$ cat src/design/hsv2rgb_pkg.sv
`default_nettype none
// ----------------------------------------------------------------------------
// hsv2rgb_pkg
// Shared types, constants and helpers for the HSV to RGB converter.
// ----------------------------------------------------------------------------
package hsv2rgb_pkg;

	// Request payloads
	typedef struct packed {
		logic [8:0] hue;
		logic [6:0] saturation;
		logic [6:0] brightness;
	} hsv_req_t;

	typedef struct packed {
		logic [7:0] red;
		logic [7:0] green;
		logic [7:0] blue;
	} rgb_req_t;

	// Sextant codes, named after the hue span they cover
	localparam logic [2:0] SEXT_RY = 3'd0;  // red to yellow
	localparam logic [2:0] SEXT_YG = 3'd1;  // yellow to green
	localparam logic [2:0] SEXT_GC = 3'd2;  // green to cyan
	localparam logic [2:0] SEXT_CB = 3'd3;  // cyan to blue
	localparam logic [2:0] SEXT_BM = 3'd4;  // blue to magenta
	localparam logic [2:0] SEXT_MR = 3'd5;  // magenta to red

	localparam logic [8:0]  HUE_FULL    = 9'd360;
	localparam logic [8:0]  SEXT_DEG    = 9'd60;
	localparam logic [6:0]  PCT_MAX     = 7'd100;
	// x/100 as (x*RECIP_PCT) >> RECIP_SHIFT, exact for x below 43690
	localparam logic [14:0] RECIP_PCT   = 15'd20972;
	localparam int          RECIP_SHIFT = 21;

	// Output of the scaling half
	typedef struct packed {
		logic       sat_zero;
		logic [2:0] sextant;
		logic [7:0] sat_b;
		logic [7:0] val_b;
		logic [7:0] frac;
	} split_t;

	// Output of the blending half
	typedef struct packed {
		logic       sat_zero;
		logic [2:0] sextant;
		logic [7:0] val_b;
		logic [7:0] p;
		logic [7:0] q;
		logic [7:0] t;
	} mix_t;

	// Truncating x/255 for x up to 255*255: (x + (x>>8) + 1) >> 8
	function automatic logic [7:0] div255(input logic [15:0] x);
		logic [16:0] acc;
		acc = {1'b0, x} + 17'(x[15:8]) + 17'd1;
		return acc[15:8];
	endfunction

endpackage
`default_nettype wire

$ cat src/design/hsv2rgb_scale.sv
`default_nettype none
// ----------------------------------------------------------------------------
// hsv2rgb_scale
// Stages 1-2: hue wrap and sextant split, then percent to byte scaling.
// ----------------------------------------------------------------------------
module hsv2rgb_scale (
	input  wire logic                  clk,
	input  wire logic                  arst_n,
	input  wire logic                  in_vld,
	input  wire hsv2rgb_pkg::hsv_req_t in_req,
	output logic                       up_hold,
	output logic                       out_vld,
	output hsv2rgb_pkg::split_t        out_req,
	input  wire logic                  down_hold
);

	logic       en_s1, en_s2;
	logic       vld_s1, vld_s2;
	logic [8:0] hue_w;
	logic [2:0] sext_c;
	logic [8:0] base_c;
	logic [6:0] sat_c, bri_c;

	logic       szero_s1;
	logic [2:0] sext_s1;
	logic [5:0] rem_s1;
	logic [6:0] sat_s1, bri_s1;

	logic [14:0] sat255, bri255;
	logic [29:0] sat_prod, bri_prod;
	logic [9:0]  rem17;

	hsv2rgb_pkg::split_t req_s2;

	assign en_s2   = !vld_s2 || !down_hold;
	assign en_s1   = !vld_s1 || en_s2;
	assign up_hold = !en_s1;

	// Stage 1 logic
	always_comb begin
		hue_w = (in_req.hue >= hsv2rgb_pkg::HUE_FULL) ?
			in_req.hue - hsv2rgb_pkg::HUE_FULL : in_req.hue;
		sat_c = (in_req.saturation > hsv2rgb_pkg::PCT_MAX) ?
			hsv2rgb_pkg::PCT_MAX : in_req.saturation;
		bri_c = (in_req.brightness > hsv2rgb_pkg::PCT_MAX) ?
			hsv2rgb_pkg::PCT_MAX : in_req.brightness;
		if (hue_w < hsv2rgb_pkg::SEXT_DEG) begin
			sext_c = hsv2rgb_pkg::SEXT_RY;
			base_c = 9'd0;
		end else if (hue_w < hsv2rgb_pkg::SEXT_DEG * 9'd2) begin
			sext_c = hsv2rgb_pkg::SEXT_YG;
			base_c = hsv2rgb_pkg::SEXT_DEG;
		end else if (hue_w < hsv2rgb_pkg::SEXT_DEG * 9'd3) begin
			sext_c = hsv2rgb_pkg::SEXT_GC;
			base_c = hsv2rgb_pkg::SEXT_DEG * 9'd2;
		end else if (hue_w < hsv2rgb_pkg::SEXT_DEG * 9'd4) begin
			sext_c = hsv2rgb_pkg::SEXT_CB;
			base_c = hsv2rgb_pkg::SEXT_DEG * 9'd3;
		end else if (hue_w < hsv2rgb_pkg::SEXT_DEG * 9'd5) begin
			sext_c = hsv2rgb_pkg::SEXT_BM;
			base_c = hsv2rgb_pkg::SEXT_DEG * 9'd4;
		end else begin
			sext_c = hsv2rgb_pkg::SEXT_MR;
			base_c = hsv2rgb_pkg::SEXT_DEG * 9'd5;
		end
	end

	always_ff @(posedge clk or negedge arst_n) begin
		if (!arst_n) begin
			vld_s1 <= 1'b0;
		end else if (en_s1) begin
			vld_s1 <= in_vld;
		end
	end

	always_ff @(posedge clk) begin
		if (en_s1) begin
			szero_s1 <= (in_req.saturation == 7'd0);
			sext_s1  <= sext_c;
			rem_s1   <= 6'(hue_w - base_c);
			sat_s1   <= sat_c;
			bri_s1   <= bri_c;
		end
	end

	// Stage 2 logic: pct*255/100 and rem*255/60 (= rem*17/4)
	always_comb begin
		sat255   = {sat_s1, 8'd0} - 15'(sat_s1);
		bri255   = {bri_s1, 8'd0} - 15'(bri_s1);
		sat_prod = 30'(sat255) * 30'(hsv2rgb_pkg::RECIP_PCT);
		bri_prod = 30'(bri255) * 30'(hsv2rgb_pkg::RECIP_PCT);
		rem17    = {rem_s1, 4'd0} + 10'(rem_s1);
	end

	always_ff @(posedge clk or negedge arst_n) begin
		if (!arst_n) begin
			vld_s2 <= 1'b0;
		end else if (en_s2) begin
			vld_s2 <= vld_s1;
		end
	end

	always_ff @(posedge clk) begin
		if (en_s2) begin
			req_s2.sat_zero <= szero_s1;
			req_s2.sextant  <= sext_s1;
			req_s2.sat_b    <= sat_prod[hsv2rgb_pkg::RECIP_SHIFT +: 8];
			req_s2.val_b    <= bri_prod[hsv2rgb_pkg::RECIP_SHIFT +: 8];
			req_s2.frac     <= rem17[9:2];
		end
	end

	assign out_vld = vld_s2;
	assign out_req = req_s2;

	a_frac_range: assert property (@(posedge clk) disable iff (!arst_n)
		vld_s2 |-> (req_s2.frac <= 8'd250))
		else $error("fraction above 250");
	a_sext_range: assert property (@(posedge clk) disable iff (!arst_n)
		vld_s1 |-> (sext_s1 <= hsv2rgb_pkg::SEXT_MR && rem_s1 < 6'd60))
		else $error("sextant split out of range");
	a_scale_max: assert property (@(posedge clk) disable iff (!arst_n)
		(en_s2 && vld_s1 && sat_s1 == hsv2rgb_pkg::PCT_MAX) |=> (req_s2.sat_b == 8'd255))
		else $error("full saturation not scaled to 255");

endmodule
`default_nettype wire

$ cat src/design/hsv2rgb_blend.sv
`default_nettype none
// ----------------------------------------------------------------------------
// hsv2rgb_blend
// Stages 3-4: p, s*f/255 and s*(255-f)/255, then q and t.
// ----------------------------------------------------------------------------
module hsv2rgb_blend (
	input  wire logic                clk,
	input  wire logic                arst_n,
	input  wire logic                in_vld,
	input  wire hsv2rgb_pkg::split_t in_req,
	output logic                     up_hold,
	output logic                     out_vld,
	output hsv2rgb_pkg::mix_t        out_req,
	input  wire logic                down_hold
);

	logic en_s3, en_s4;
	logic vld_s3, vld_s4;

	logic       szero_s3;
	logic [2:0] sext_s3;
	logic [7:0] v_s3, p_s3, sf_s3, st_s3;

	hsv2rgb_pkg::mix_t req_s4;

	assign en_s4   = !vld_s4 || !down_hold;
	assign en_s3   = !vld_s3 || en_s4;
	assign up_hold = !en_s3;

	always_ff @(posedge clk or negedge arst_n) begin
		if (!arst_n) begin
			vld_s3 <= 1'b0;
			vld_s4 <= 1'b0;
		end else begin
			if (en_s3) begin
				vld_s3 <= in_vld;
			end
			if (en_s4) begin
				vld_s4 <= vld_s3;
			end
		end
	end

	// 255-x of a byte is its complement
	always_ff @(posedge clk) begin
		if (en_s3) begin
			szero_s3 <= in_req.sat_zero;
			sext_s3  <= in_req.sextant;
			v_s3     <= in_req.val_b;
			p_s3     <= hsv2rgb_pkg::div255(16'(in_req.val_b) * {8'd0, ~in_req.sat_b});
			sf_s3    <= hsv2rgb_pkg::div255(16'(in_req.sat_b) * 16'(in_req.frac));
			st_s3    <= hsv2rgb_pkg::div255(16'(in_req.sat_b) * {8'd0, ~in_req.frac});
		end
	end

	always_ff @(posedge clk) begin
		if (en_s4) begin
			req_s4.sat_zero <= szero_s3;
			req_s4.sextant  <= sext_s3;
			req_s4.val_b    <= v_s3;
			req_s4.p        <= p_s3;
			req_s4.q        <= hsv2rgb_pkg::div255(16'(v_s3) * {8'd0, ~sf_s3});
			req_s4.t        <= hsv2rgb_pkg::div255(16'(v_s3) * {8'd0, ~st_s3});
		end
	end

	assign out_vld = vld_s4;
	assign out_req = req_s4;

	// p is the floor of the blend, v its ceiling
	a_order: assert property (@(posedge clk) disable iff (!arst_n)
		vld_s4 |-> (req_s4.p <= req_s4.q && req_s4.p <= req_s4.t &&
			req_s4.q <= req_s4.val_b && req_s4.t <= req_s4.val_b))
		else $error("p/q/t ordering broken");
	a_hold: assert property (@(posedge clk) disable iff (!arst_n)
		(vld_s4 && down_hold) |=> (vld_s4 && $stable(req_s4)))
		else $error("stage 4 changed while held");
	a_bubble: assert property (@(posedge clk) disable iff (!arst_n)
		up_hold |-> (vld_s3 && vld_s4 && down_hold))
		else $error("hold raised with a free stage");

endmodule
`default_nettype wire

$ cat src/design/hsv2rgb_route.sv
`default_nettype none
// ----------------------------------------------------------------------------
// hsv2rgb_route
// Stage 5: sextant routing of v, p, q, t into the output register.
// ----------------------------------------------------------------------------
module hsv2rgb_route (
	input  wire logic              clk,
	input  wire logic              arst_n,
	input  wire logic              in_vld,
	input  wire hsv2rgb_pkg::mix_t in_req,
	output logic                   up_hold,
	output logic                   out_vld,
	output hsv2rgb_pkg::rgb_req_t  out_req,
	input  wire logic              down_hold
);

	logic en_s5;
	logic vld_s5;
	hsv2rgb_pkg::rgb_req_t rgb_c, rgb_s5;

	assign en_s5   = !vld_s5 || !down_hold;
	assign up_hold = !en_s5;

	always_comb begin
		if (in_req.sat_zero) begin
			rgb_c = '{red: in_req.val_b, green: in_req.val_b, blue: in_req.val_b};
		end else begin
			unique case (in_req.sextant)
				hsv2rgb_pkg::SEXT_RY: rgb_c = '{red: in_req.val_b, green: in_req.t,
					blue: in_req.p};
				hsv2rgb_pkg::SEXT_YG: rgb_c = '{red: in_req.q, green: in_req.val_b,
					blue: in_req.p};
				hsv2rgb_pkg::SEXT_GC: rgb_c = '{red: in_req.p, green: in_req.val_b,
					blue: in_req.t};
				hsv2rgb_pkg::SEXT_CB: rgb_c = '{red: in_req.p, green: in_req.q,
					blue: in_req.val_b};
				hsv2rgb_pkg::SEXT_BM: rgb_c = '{red: in_req.t, green: in_req.p,
					blue: in_req.val_b};
				default:              rgb_c = '{red: in_req.val_b, green: in_req.p,
					blue: in_req.q};
			endcase
		end
	end

	always_ff @(posedge clk or negedge arst_n) begin
		if (!arst_n) begin
			vld_s5 <= 1'b0;
		end else if (en_s5) begin
			vld_s5 <= in_vld;
		end
	end

	always_ff @(posedge clk) begin
		if (en_s5) begin
			rgb_s5 <= rgb_c;
		end
	end

	assign out_vld = vld_s5;
	assign out_req = rgb_s5;

	a_grey: assert property (@(posedge clk) disable iff (!arst_n)
		(en_s5 && in_vld && in_req.sat_zero) |=>
		(rgb_s5.red == rgb_s5.green && rgb_s5.green == rgb_s5.blue))
		else $error("grey request gave unequal channels");
	a_peak: assert property (@(posedge clk) disable iff (!arst_n)
		(en_s5 && in_vld) |=> (rgb_s5.red == $past(in_req.val_b) ||
			rgb_s5.green == $past(in_req.val_b) || rgb_s5.blue == $past(in_req.val_b)))
		else $error("no channel carries v");
	a_load: assert property (@(posedge clk) disable iff (!arst_n)
		(en_s5 && in_vld) |=> vld_s5)
		else $error("request lost at output stage");

endmodule
`default_nettype wire

$ cat src/design/hsv_to_rgb_converter_top.sv
`default_nettype none
// ----------------------------------------------------------------------------
// hsv_to_rgb_converter_top
// Integer HSV (degrees, percent) to 8-bit RGB converter, five-stage pipeline.
// ----------------------------------------------------------------------------
//
//  channel | dir | handshake            | payload
//  --------+-----+----------------------+-------------------------------------
//  hsv     | in  | hsv_valid/hsv_stall  | hue 9b, saturation 7b, brightness 7b
//  rgb     | out | rgb_valid/rgb_stall  | red 8b, green 8b, blue 8b
//
//  One request per clock is taken when rgb is not stalled.
//  Stages: hue wrap/sextant split, percent scaling (two reciprocal
//  multipliers), p, s*f and s*(255-f) products, q and t products, routing register.
//  Each stage has its own valid bit and loads whenever it is empty or the
//  stage after it moves, so bubbles close up under a stall.
//  hsv_stall rises only once all five stages are full and rgb is stalled.
//  arst_n clears the valid bits only; data registers are not reset.
//
module hsv_to_rgb_converter_top (
	input  wire logic                  clk,
	input  wire logic                  arst_n,
	input  wire logic                  hsv_valid,
	output logic                       hsv_stall,
	input  wire hsv2rgb_pkg::hsv_req_t hsv,
	output logic                       rgb_valid,
	input  wire logic                  rgb_stall,
	output hsv2rgb_pkg::rgb_req_t      rgb
);

	logic                vld_split, hold_split;
	logic                vld_mix, hold_mix;
	hsv2rgb_pkg::split_t req_split;
	hsv2rgb_pkg::mix_t   req_mix;

	// Stages 1-2
	hsv2rgb_scale u_scale (
		.clk       (clk),
		.arst_n    (arst_n),
		.in_vld    (hsv_valid),
		.in_req    (hsv),
		.up_hold   (hsv_stall),
		.out_vld   (vld_split),
		.out_req   (req_split),
		.down_hold (hold_split)
	);

	// Stages 3-4
	hsv2rgb_blend u_blend (
		.clk       (clk),
		.arst_n    (arst_n),
		.in_vld    (vld_split),
		.in_req    (req_split),
		.up_hold   (hold_split),
		.out_vld   (vld_mix),
		.out_req   (req_mix),
		.down_hold (hold_mix)
	);

	// Stage 5, output register
	hsv2rgb_route u_route (
		.clk       (clk),
		.arst_n    (arst_n),
		.in_vld    (vld_mix),
		.in_req    (req_mix),
		.up_hold   (hold_mix),
		.out_vld   (rgb_valid),
		.out_req   (rgb),
		.down_hold (rgb_stall)
	);

	a_stall_cause: assert property (@(posedge clk) disable iff (!arst_n)
		hsv_stall |-> (rgb_valid && rgb_stall))
		else $error("input stalled while output free");
	a_chain_full: assert property (@(posedge clk) disable iff (!arst_n)
		hsv_stall |-> (vld_split && vld_mix && hold_split && hold_mix))
		else $error("input stalled with a bubble in the pipe");
	a_drain: assert property (@(posedge clk) disable iff (!arst_n)
		(!rgb_stall && !vld_mix) |=> !rgb_valid)
		else $error("output request repeated");

endmodule
`default_nettype wire

$ cat config.mk
export PLATFORM = sky130hd
export DESIGN_NAME = hsv_to_rgb_converter_top
export DESIGN_NICKNAME = d
export VERILOG_FILES = /design/src/design/hsv2rgb_pkg.sv /design/src/design/hsv2rgb_scale.sv /design/src/design/hsv2rgb_blend.sv /design/src/design/hsv2rgb_route.sv /design/src/design/hsv_to_rgb_converter_top.sv
export SDC_FILE = /design/constraint.sdc
export NUM_CORES = 1
export LEC_CHECK = 0
export ABC_AREA = 1
export BUFFER_PORTS_ARGS = -buffer_cell sky130_fd_sc_hd__buf_2
export CAP_MARGIN = 20
export CELL_PAD_IN_SITES_DETAIL_PLACEMENT = 0
export CELL_PAD_IN_SITES_GLOBAL_PLACEMENT = 2
export CORE_MARGIN = 2
export CORE_UTILIZATION = 36
export CTS_CLUSTER_DIAMETER = 200
export DETAILED_ROUTE_END_ITERATION = 8
export HOLD_SLACK_MARGIN = 0.12
export PLACE_DENSITY = 0.85
export SYNTH_ARGS = -nofsm -noshare
export SYNTH_HDL_FRONTEND = slang
export SYNTH_SLANG_ARGS = --single-unit
$ cat constraint.sdc
create_clock -name clk -period 5.95 [get_ports clk]
set_input_delay 1.19 -clock clk [delete_from_list [all_inputs] [get_ports clk]]
set_output_delay 1.19 -clock clk [all_outputs]
set_load 0.005 [all_outputs]
==> results.md <==
- Element type at the critical path end: register
- Worst path depth: 22
- I/O pins: 53
- RD Place Congestion: about 0.84
- Die Span Y: between 200 and 300 um
- Rows: just over 100
- Worst-path clk slew: approximately 0.070 ns
- Mapped Area: ~28000 sq um
- HPWL after DPL: about 60000 um
- Slew headroom: 0.283
- HP Class: register to register
- Syn Nets: around 4500
- PortBufs: 52
- Crit-path slowest cell: fa_1
- Post-Synthesis Cells: 3764
- Outcome: finished, final reports clean
- Reg-to-reg slack, setup: between 0.2 and 0.3 ns
- Total gr overflow: 0
- FF+latch count, synth: around 150
- CTS tree: yes
- Largest net degree at the start of global routing: 38
- Ys Warns: 0
- Critical path cell sequence: inv_1 > ha_1 > inv_1 > nor2_2 > nand2_2 > nand2_2 > nor3_2 > xor2_1 > buf_4 > fa_1 > ha_1 > fa_1 > inv_1 > fa_1 > inv_1 > fa_1 > ha_1 > a21oi_1 > o21ai_0 > a211oi_1 > nand3_1 > xor2_1
- Buf+Inv Stages, Crit Path: 5
- Detailed Routing Iterations Pass 1: 6
- Crit share post-route: 0.951
- Worst skew pair latency: 0.46 ns
- Crit path time final: ~5.7 ns
- Vias in the first global route: about 24000
- Dominant cells by area after synthesis: fa_1, ha_1, edfxtp_1
- Routed WL: approximately 71000 um
- Number of DRC markers in iteration 0: 1038
- Syn Area/Cell: around 7.6 sq um
- Critical Path AT: roughly 5.9 ns
- Ys flop type: edfxtp_1
- Die area: 81400 sq um
- Clock buffer depth: 2
- Post-synth ARST share: 0.0327
- Commonest non-fill, non-tap cells in the layout: inv_1, nand2_1, ha_1, nor2_1, fa_1
- CTS hold repair buffers: 0
- Number of synthesized flops with an enable pin: ~150
- Sequential share of the synthesized area: 0.160
- Critical path endpoint: u_scale.out_req[22]
- Cts bufs inserted: 17
- Worst Tran Pin Value: between 1 and 1.5 ns
- Synth top area share: 0.218
- Antenna Nets Post-Route: 0
- Post-route setup TNS: 0 ns
- H-tree levels: 4
- Drt drc: 0
- First-pass GRT wire length: 119000 um
- Critical Path RT: ~6.2 ns
- Crit path max-delay family: adder cells
- Slew Limit Fails: 0
- Critical Path Start: u_scale.sat_s1[1]
- Layout area overhead: 11.8%
- Final net count: 4686
- Vias/cell: about 4.6
- Crit path launch type: register
- Final setup fails: 0
- Core Area: 78600 sq um
- WS Path Type: register to register
- Worst stage delay on the critical path: 0.54 ns
- Post-synth top area cell: fa_1
- CTS Sinks: ~150
- # diodes: 0
- Post-route insts no fill: approximately 5000
- Via count: 23159
- Die Width: 285 um
- Clock Skew: about 0.016 ns
- Commonest non-fill, non-tap cell in the layout: inv_1
- Peak Freq: around 180 MHz
- Worst r2r src: u_scale.sat_s1[1]
- Max Cap Violations: 0
- Initial antenna violation count: 0
- RSZ-0062 raised after global routing: yes
- Endpoints failing hold: 0
- Root Buffer: clkbuf_16
- Global-route total usage across every layer: 0.180
- Distinct cells, synth: 50
- Crit Path Max Fanout: 4
- DP Cell Count: slightly below 5000
- Starting density of the core: 0.362
- Critical R2R Capture: u_scale.out_req[22]
- WL/cell: between 10 and 15 um
- R2R cell count: 22
- Share of layout cells above drive strength 1: 0.0948
[worst min path at each step]
| stage | startpoint | endpoint | slack (ns) | depth (start not counted) |
|---|---|---|---|---|
| global route | u_blend.szero_s3 | u_blend.out_req[35] | 0.41 | 0 |
| CTS | u_scale.sext_s1[2] | u_scale.out_req[26] | 0.41 | 0 |
| floorplan | u_blend.p_s3[0] | u_blend.out_req[16] | 0.40 | 0 |
| finish | u_blend.szero_s3 | u_blend.out_req[35] | 0.41 | 0 |
| global placement | u_blend.p_s3[4] | u_blend.out_req[20] | 0.40 | 0 |
| detailed placement | u_scale.sext_s1[0] | u_scale.out_req[24] | 0.40 | 0 |
[cells in the mapped netlist, drive strengths merged (2+ instances only)]
cell    count
fa        311
nand3     217
a21boi      2
a31oi       8
a211oi      8
a21oi     107
o31ai       3
o21ai      71
ha        415
nor2      400
buf         5
nor4        2
o21bai     13
a22oi      10
xor2       61
nand4      52
or2        15
nand2     861
clkbuf     49
inv       929
o22ai       7
a21o       11
clkinv      6
xnor2      22
dfrtp       5
edfxtp    148
o21a        2
nor3       18
and2        2
[sequential cells by signal (all words and copies together) (netlist names)]
| name | flops |
|---|---|
| u_blend.out_req | 36 |
| u_scale.sext_s1 | 3 |
| u_scale.rem_s1 | 6 |
| u_scale.out_req | 28 |
| u_blend.p_s3 | 8 |
| u_scale.bri_s1 | 7 |
| u_route.out_req | 24 |
| u_scale.szero_s1 | 1 |
| u_scale.out_vld | 1 |
| u_blend.sf_s3 | 8 |
| u_scale.vld_s1 | 1 |
| u_route.out_vld | 1 |
| u_blend.st_s3 | 8 |
| u_blend.v_s3 | 8 |
| u_blend.szero_s3 | 1 |
| u_blend.vld_s3 | 1 |
| u_blend.out_vld | 1 |
| u_scale.sat_s1 | 7 |
| u_blend.sext_s3 | 3 |
[final cells by class]
type / count / area (sq um)
Clock buffer: 18 / 429
Sequential cell: 153 / 4570
Multi-Input combinational cell: 2622 / 20500
Inverter: 935 / 3520
Clock inverter: 14 / 131
Fill cell: 8343 / 46800
Timing Repair Buffer: 204 / 1410
Tap cell: 1050 / 1310
[routing by layer]
metal | share of wire | up-vias | track usage
met5 | 0 | - | 0
met4 | 0.014 | 0 | 0.0346
met3 | 0.021 | 56 | 0.0172
met2 | 0.49 | 266 | 0.317
met1 | 0.48 | 10936 | 0.241
li1 | - | 11901 | -
[cells by family (layout without fill, tap and decap cells)]
group / Yosys count / count (layout) / share of synthesized area
simple gates: 1569 / 1569 / 0.232
buf+inv: 989 / 1171 / 0.130
fa+ha+maj: 726 / 726 / 0.401
compound gates: 244 / 244 / 0.0489
flops: 153 / 153 / 0.160
xor+xnor: 83 / 83 / 0.0279
[stage by stage]
| step | utilization | setup WS, ns | instance area, sq um | hold WS (ns) |
|---|---|---|---|---|
| after global placement | 0.392 | 0.108 | 30800 | 0.402 |
| after CTS | 0.399 | 0.0638 | 31300 | 0.414 |
| final | 0.405 | 0.289 | 31900 | 0.411 |
| after global routing | 0.405 | -0.0161 | 31900 | 0.411 |
| after floorplan | - | 0.339 | 28500 | 0.400 |
| after detailed placement | 0.392 | 0.0792 | 30800 | 0.405 |
[what timing repair did]
action	4_1_cts	5_1_grt
endpoints found under the hold margin	0	0
endpoints found under the setup margin	0	43
buffers inserted	0	30
gates resized for setup	0	63
Power is not shown: default switching activity piles up to over one toggle a cycle in this logic, so the estimate is an artifact.
